File: src/sv/impedance_position_controller_assert.svh
// Assertion helpers used by the controller RTL.
`ifndef IMPEDANCE_POSITION_CONTROLLER_ASSERT_SVH
`define IMPEDANCE_POSITION_CONTROLLER_ASSERT_SVH

// Implication checked on every clock edge outside reset.
`define IPC_ASSERT(label, clk, rst_n, prop) \
	label: assert property (@(posedge clk) disable iff (!rst_n) prop) \
		else $error("ipc assertion failed");

// Condition that must never be seen on a clock edge outside reset.
`define IPC_NEVER(label, clk, rst_n, cond) \
	label: assert property (@(posedge clk) disable iff (!rst_n) !(cond)) \
		else $error("ipc forbidden condition seen");

`endif

File: src/sv/ipc_pkg.sv
package ipc_pkg;

	localparam logic [9:0] MS_PER_S = 10'd1000;
	localparam int unsigned DIV_W = 43;
	localparam logic [5:0] DIV_LAST = 6'(DIV_W - 1);

	localparam logic [1:0] ADDR_STIFFNESS = 2'd0;
	localparam logic [1:0] ADDR_DAMPING = 2'd1;
	localparam logic [1:0] ADDR_LIMIT = 2'd2;
	localparam logic [1:0] ADDR_WEIGHT = 2'd3;

	typedef enum logic [1:0] {
		MUL_DIFF,
		MUL_FILT,
		MUL_STIFF,
		MUL_DAMP
	} mul_sel_t;

	typedef struct packed {
		logic load;
		logic mul_en;
		mul_sel_t mul_sel;
		logic div_init;
		logic div_step;
		logic raw_sat;
		logic err_calc;
		logic smooth_upd;
		logic verr_calc;
		logic acc_load;
		logic acc_add;
		logic out_load;
	} cmd_t;

	typedef struct packed {
		logic out_busy;
	} sts_t;

endpackage

File: src/sv/ipc_controller.sv
`include "impedance_position_controller_assert.svh"

module ipc_controller (
	input  logic           clk,
	input  logic           arst_n,
	input  logic           in_valid,
	output logic           in_ready,
	output ipc_pkg::cmd_t  cmd,
	input  ipc_pkg::sts_t  sts
);

	typedef enum logic [3:0] {
		ST_IDLE,
		ST_MUL_VEL,
		ST_DIV_INIT,
		ST_DIV,
		ST_RAW,
		ST_ERR,
		ST_MUL_FILT,
		ST_SMOOTH,
		ST_VERR,
		ST_MUL_K,
		ST_MUL_B,
		ST_SUM,
		ST_FIN
	} state_t;

	state_t state_q;
	logic [5:0] cnt_q;

	always_ff @(posedge clk or negedge arst_n) begin
		if (!arst_n) begin
			state_q <= ST_IDLE;
			cnt_q <= '0;
		end else begin
			unique case (state_q)
				ST_IDLE: begin
					if (in_valid) state_q <= ST_MUL_VEL;
				end
				ST_MUL_VEL: state_q <= ST_DIV_INIT;
				ST_DIV_INIT: begin
					cnt_q <= '0;
					state_q <= ST_DIV;
				end
				ST_DIV: begin
					cnt_q <= cnt_q + 6'd1;
					if (cnt_q == ipc_pkg::DIV_LAST) state_q <= ST_RAW;
				end
				ST_RAW: state_q <= ST_ERR;
				ST_ERR: state_q <= ST_MUL_FILT;
				ST_MUL_FILT: state_q <= ST_SMOOTH;
				ST_SMOOTH: state_q <= ST_VERR;
				ST_VERR: state_q <= ST_MUL_K;
				ST_MUL_K: state_q <= ST_MUL_B;
				ST_MUL_B: state_q <= ST_SUM;
				ST_SUM: state_q <= ST_FIN;
				ST_FIN: begin
					// hold until the output register is free
					if (!sts.out_busy) state_q <= ST_IDLE;
				end
				default: state_q <= ST_IDLE;
			endcase
		end
	end

	assign in_ready = (state_q == ST_IDLE);

	always_comb begin
		cmd = '0;
		cmd.mul_sel = ipc_pkg::MUL_DIFF;
		unique case (state_q)
			ST_IDLE: cmd.load = in_valid;
			ST_MUL_VEL: cmd.mul_en = 1'b1;
			ST_DIV_INIT: cmd.div_init = 1'b1;
			ST_DIV: cmd.div_step = 1'b1;
			ST_RAW: cmd.raw_sat = 1'b1;
			ST_ERR: cmd.err_calc = 1'b1;
			ST_MUL_FILT: begin
				cmd.mul_en = 1'b1;
				cmd.mul_sel = ipc_pkg::MUL_FILT;
			end
			ST_SMOOTH: cmd.smooth_upd = 1'b1;
			ST_VERR: cmd.verr_calc = 1'b1;
			ST_MUL_K: begin
				cmd.mul_en = 1'b1;
				cmd.mul_sel = ipc_pkg::MUL_STIFF;
			end
			ST_MUL_B: begin
				cmd.acc_load = 1'b1;
				cmd.mul_en = 1'b1;
				cmd.mul_sel = ipc_pkg::MUL_DAMP;
			end
			ST_SUM: cmd.acc_add = 1'b1;
			ST_FIN: cmd.out_load = ~sts.out_busy;
			default: cmd = '0;
		endcase
	end

	`IPC_ASSERT(a_accept_busy, clk, arst_n, (in_valid && in_ready) |=> !in_ready)
	`IPC_ASSERT(a_out_free, clk, arst_n, cmd.out_load |-> !sts.out_busy)
	`IPC_ASSERT(a_load_mul, clk, arst_n, cmd.load |=> (cmd.mul_en && cmd.mul_sel == ipc_pkg::MUL_DIFF))
	`IPC_ASSERT(a_div_count, clk, arst_n, cmd.div_step |-> cnt_q <= ipc_pkg::DIV_LAST)
	`IPC_NEVER(a_load_not_idle, clk, arst_n, cmd.load && state_q != ST_IDLE)

endmodule
File: config.mk
export PLATFORM = sky130hd
export DESIGN_NAME = ipc_controller
export DESIGN_NICKNAME = d
export VERILOG_FILES = /design/src/sv/ipc_pkg.sv /design/src/sv/ipc_controller.sv
export VERILOG_INCLUDE_DIRS = /design/src /design/src/sv
export SDC_FILE = /design/constraint.sdc
export NUM_CORES = 1
export LEC_CHECK = 0
export ABC_CLOCK_PERIOD_IN_PS = 2100
export BUFFER_PORTS_ARGS = -buffer_cell sky130_fd_sc_hd__buf_2
export CORE_MARGIN = 3
export CORE_UTILIZATION = 49
export DETAILED_ROUTE_END_ITERATION = 12
export PLACE_DENSITY = 0.74
export SLEW_MARGIN = 20
export SYNTH_ARGS = -nofsm -noshare
export SYNTH_HDL_FRONTEND = slang
export SYNTH_SLANG_ARGS = --single-unit
File: constraint.sdc
create_clock -name clk -period 2.1 [get_ports clk]
set_clock_uncertainty 0.15 [all_clocks]
set_input_delay 0 -clock clk [delete_from_list [all_inputs] [get_ports clk]]
set_output_delay 0 -clock clk [all_outputs]
set_load 0.005 [all_outputs]
==> impl_metrics.csv <==
group,metric,value,unit
min_path,hold_end,"cnt_q[1]",
run_status,status,"complete, no violations",
critical_path,cp_max_fo,13,
routing,drc,0,
min_path,hold_start,"cnt_q[1]",
timing,fin_crit_sh,83.7,%
floorplanning,ios,18,
floorplanning,initial_utilization,56.0,%
routing,vias_per_cell,5.78,
grt,grt_pass1_vias,578,
synth,yosys_warnings,0,
synth,synth.avg_cell_area,8.52,sq um
routing,ant_nets,0,
grt,grt_pass1_wl,2.58,mm
critical_path,r2r_cells,2,
critical_path,r2r_end,"cnt_q[5]",
placed_design,placed_area,742,sq um
critical_path,path_class,"reg -> out",
layout,nNetsFinal,107,
synth,ys_ff_latch,10,
floorplanning,core.rowCount,12,
synth,synthCells,79,
floorplanning,fp.coreArea,1200,sq um
power,cellPowerDensity,1480,nW/um^2
routing,vias,659,
synth,synthFlopType,"dfrtp_1",
placed_design,gp_congestion,0.838,
layout,diodes,0,
timing,hold_violations,0,
critical_path,worstPathArrival,1.61,ns
grt,grt_max_degree,14,
layout,area_delta_synth_final,21.6,%
synth,synth_edf_count,0,
timing,relSlewSlack,69.7,%
layout,stdcell_area,818,sq um
timing,timing.fmax,569,MHz
timing,tightestPinTransition,0.453,ns
synth,synthesis.nets,85,
cts,cts_root_buf,"clkbuf_4",
routing,wirelength,1.53,mm
timing,fin_setup_tns,0,ns
critical_path,end_kind,"output pin",
cts,cts_resized,0,
cts,cts_setup_buffers,0,
power,vdd_drop_max,0.000886,V
critical_path,required,1.95,ns
cts,clock_sinks,10,
grt,grtUsageTotal,18.3,%
synth,ys_seq_area_share,37.2,%
timing,grt_setup_unrepaired,"false",
timing,finalMaxSlewViolations,0,
layout,fill_cells,95,
floorplanning,die_w,43.1,microns
critical_path,startpoint_type,"register",
cts,cts_buffer_depth,2,
timing,period_needed,1.76,ns
floorplanning,die_area,1850,sq um
grt,antenna_found_initial,0,
floorplanning,fp.dieH,43.1,microns
min_path,holdPathStages,2,
grt,grt_overflow,0,
cts,cts.clk_slew.worst_paths,0.06,ns
timing,fin_ws,0.343,ns
placed_design,place_ws,0.449,ns
timing,setup_viol,0,
routing,first_pass_iters,4,
layout,seq_area,250,sq um
cts,numCtsBuffers,3,
critical_path,r2r_slack,0.43,ns
placed_design,numPortBuffers,17,
layout,drive_above_1_share,25.0,%
cts,cts_max_level,1,
synth,async_flop_share,100,%
layout,multi_input_comb_area,374,sq um
cts,tritoncts,"done",
cts,cts.hold.buffers_added,4,
synth,synthesis.area,673,sq um
cts,clk_latency,0.27,ns
flow_run,maxCapViolCount,0,
routing,drt-initial-drc-count,15,
power,p_leak,0.000398,uW
synth,ys_types,32,
routing,wire_per_inst,13.4,microns
placed_design,dp_hpwl,1.12,mm
critical_path,rr_startpoint,"state_q[1]",
min_path,hp-class,"reg -> reg",
registers in the layout, summed over array words and instances, names as in the netlist:
register  cells
cnt_q         6
state_q       4
power breakdown:
part,total (uW),switching [uW],internal [uW]
clock,171,65.4,105
combinational,611,332,279
sequential,429,144,284
total,1210,542,669
worst max-delay path: stages, from the launching register on:
cell	delay (ns)
dfrtp_1	0.51
or2_2	0.39
nor3_1	0.19
and2_1	0.15
buf_2	0.10
per-layer routing:
| metal | share of wire [%] | global-route usage, % | routed length (microns) | vias up |
|---|---|---|---|---|
| met5 | 0 | 0 | 0 | - |
| met4 | 0.39 | 3.61 | 6 | 0 |
| met3 | 5.9 | 8.47 | 90 | 2 |
| met2 | 46 | 25.7 | 707 | 16 |
| met1 | 47 | 25.6 | 721 | 307 |
| li1 | - | - | - | 334 |
cell type report:
type	count	area share [%]
multi-input combinational	61	45.7
clock buffer	4	4.43
timing repair buffer	21	15.3
sequential	10	30.6
tap	14	2.14
inverter	4	1.83
how the worst max path moves through the flow:
stage / end / slack (ns) / from / depth (start not counted)
6_report: cmd[12] / 0.34 / state_q[0] / 4
5_1_grt: cmd[12] / 0.21 / state_q[0] / 4
4_1_cts: cmd[12] / 0.34 / state_q[0] / 4
3_5_place_dp: cnt_q[5] / 0.45 / state_q[1] / 2
3_3_place_gp: cnt_q[5] / 0.48 / state_q[1] / 2
2_1_floorplan: cnt_q[5] / 0.53 / state_q[3] / 4
stage by stage:
stage               utilization (%)  total power [uW]  hold slack [ns]  std cells
global placement               61.8              1030           -0.280        106
floorplan                         -               904           -0.446         79
CTS                            68.1              1210            0.411        114
global route                   68.1              1330            0.444        114
finish                         68.1              1210            0.405        114
detailed placement             61.8              1030           -0.280        106
Yosys cell counts, types with 2 or more instances:
master / n / area, sq um
dfrtp_1: 10 / 250
nor2_1: 8 / 30.0
nor3_1: 3 / 15.0
nor3b_1: 2 / 15.0
and3_1: 2 / 12.5
o21ai_0: 3 / 15.0
nor2b_1: 2 / 12.5
and2_1: 2 / 12.5
inv_1: 4 / 15.0
ha_1: 2 / 25.0
nand3_1: 3 / 15.0
nand2b_1: 2 / 12.5
o22ai_1: 2 / 12.5
a21oi_1: 6 / 30.0
o31ai_1: 2 / 15.0
nand2_1: 8 / 30.0
buf_6: 2 / 22.5
a31oi_1: 2 / 12.5
cells by family (layout without fill, tap and decap cells):
family | count (synthesis) | count (layout) | share of synthesized area [%]
buffers and inverters | 8 | 29 | 7.25
adders and majority gates | 2 | 2 | 3.72
and+or+nand+nor | 35 | 35 | 26.2
DFF | 10 | 10 | 37.2
AOI/OAI and AO/OA | 24 | 24 | 25.7
layout by cell type, fill, tap and decap left out, types with 2 or more instances in the layout:
cell,n
a21oi_1,6
a31oi_1,2
and2_1,2
and3_1,2
buf_2,17
clkbuf_4,3
dfrtp_1,10
dlygate4sd3_1,4
ha_1,2
inv_1,4
nand2_1,8
nand2b_1,2
nand3_1,3
nor2_1,8
nor2b_1,2
nor3_1,3
nor3b_1,2
o21ai_0,3
o22ai_1,2
o31ai_1,2
Power figures use the tool's default switching activity.
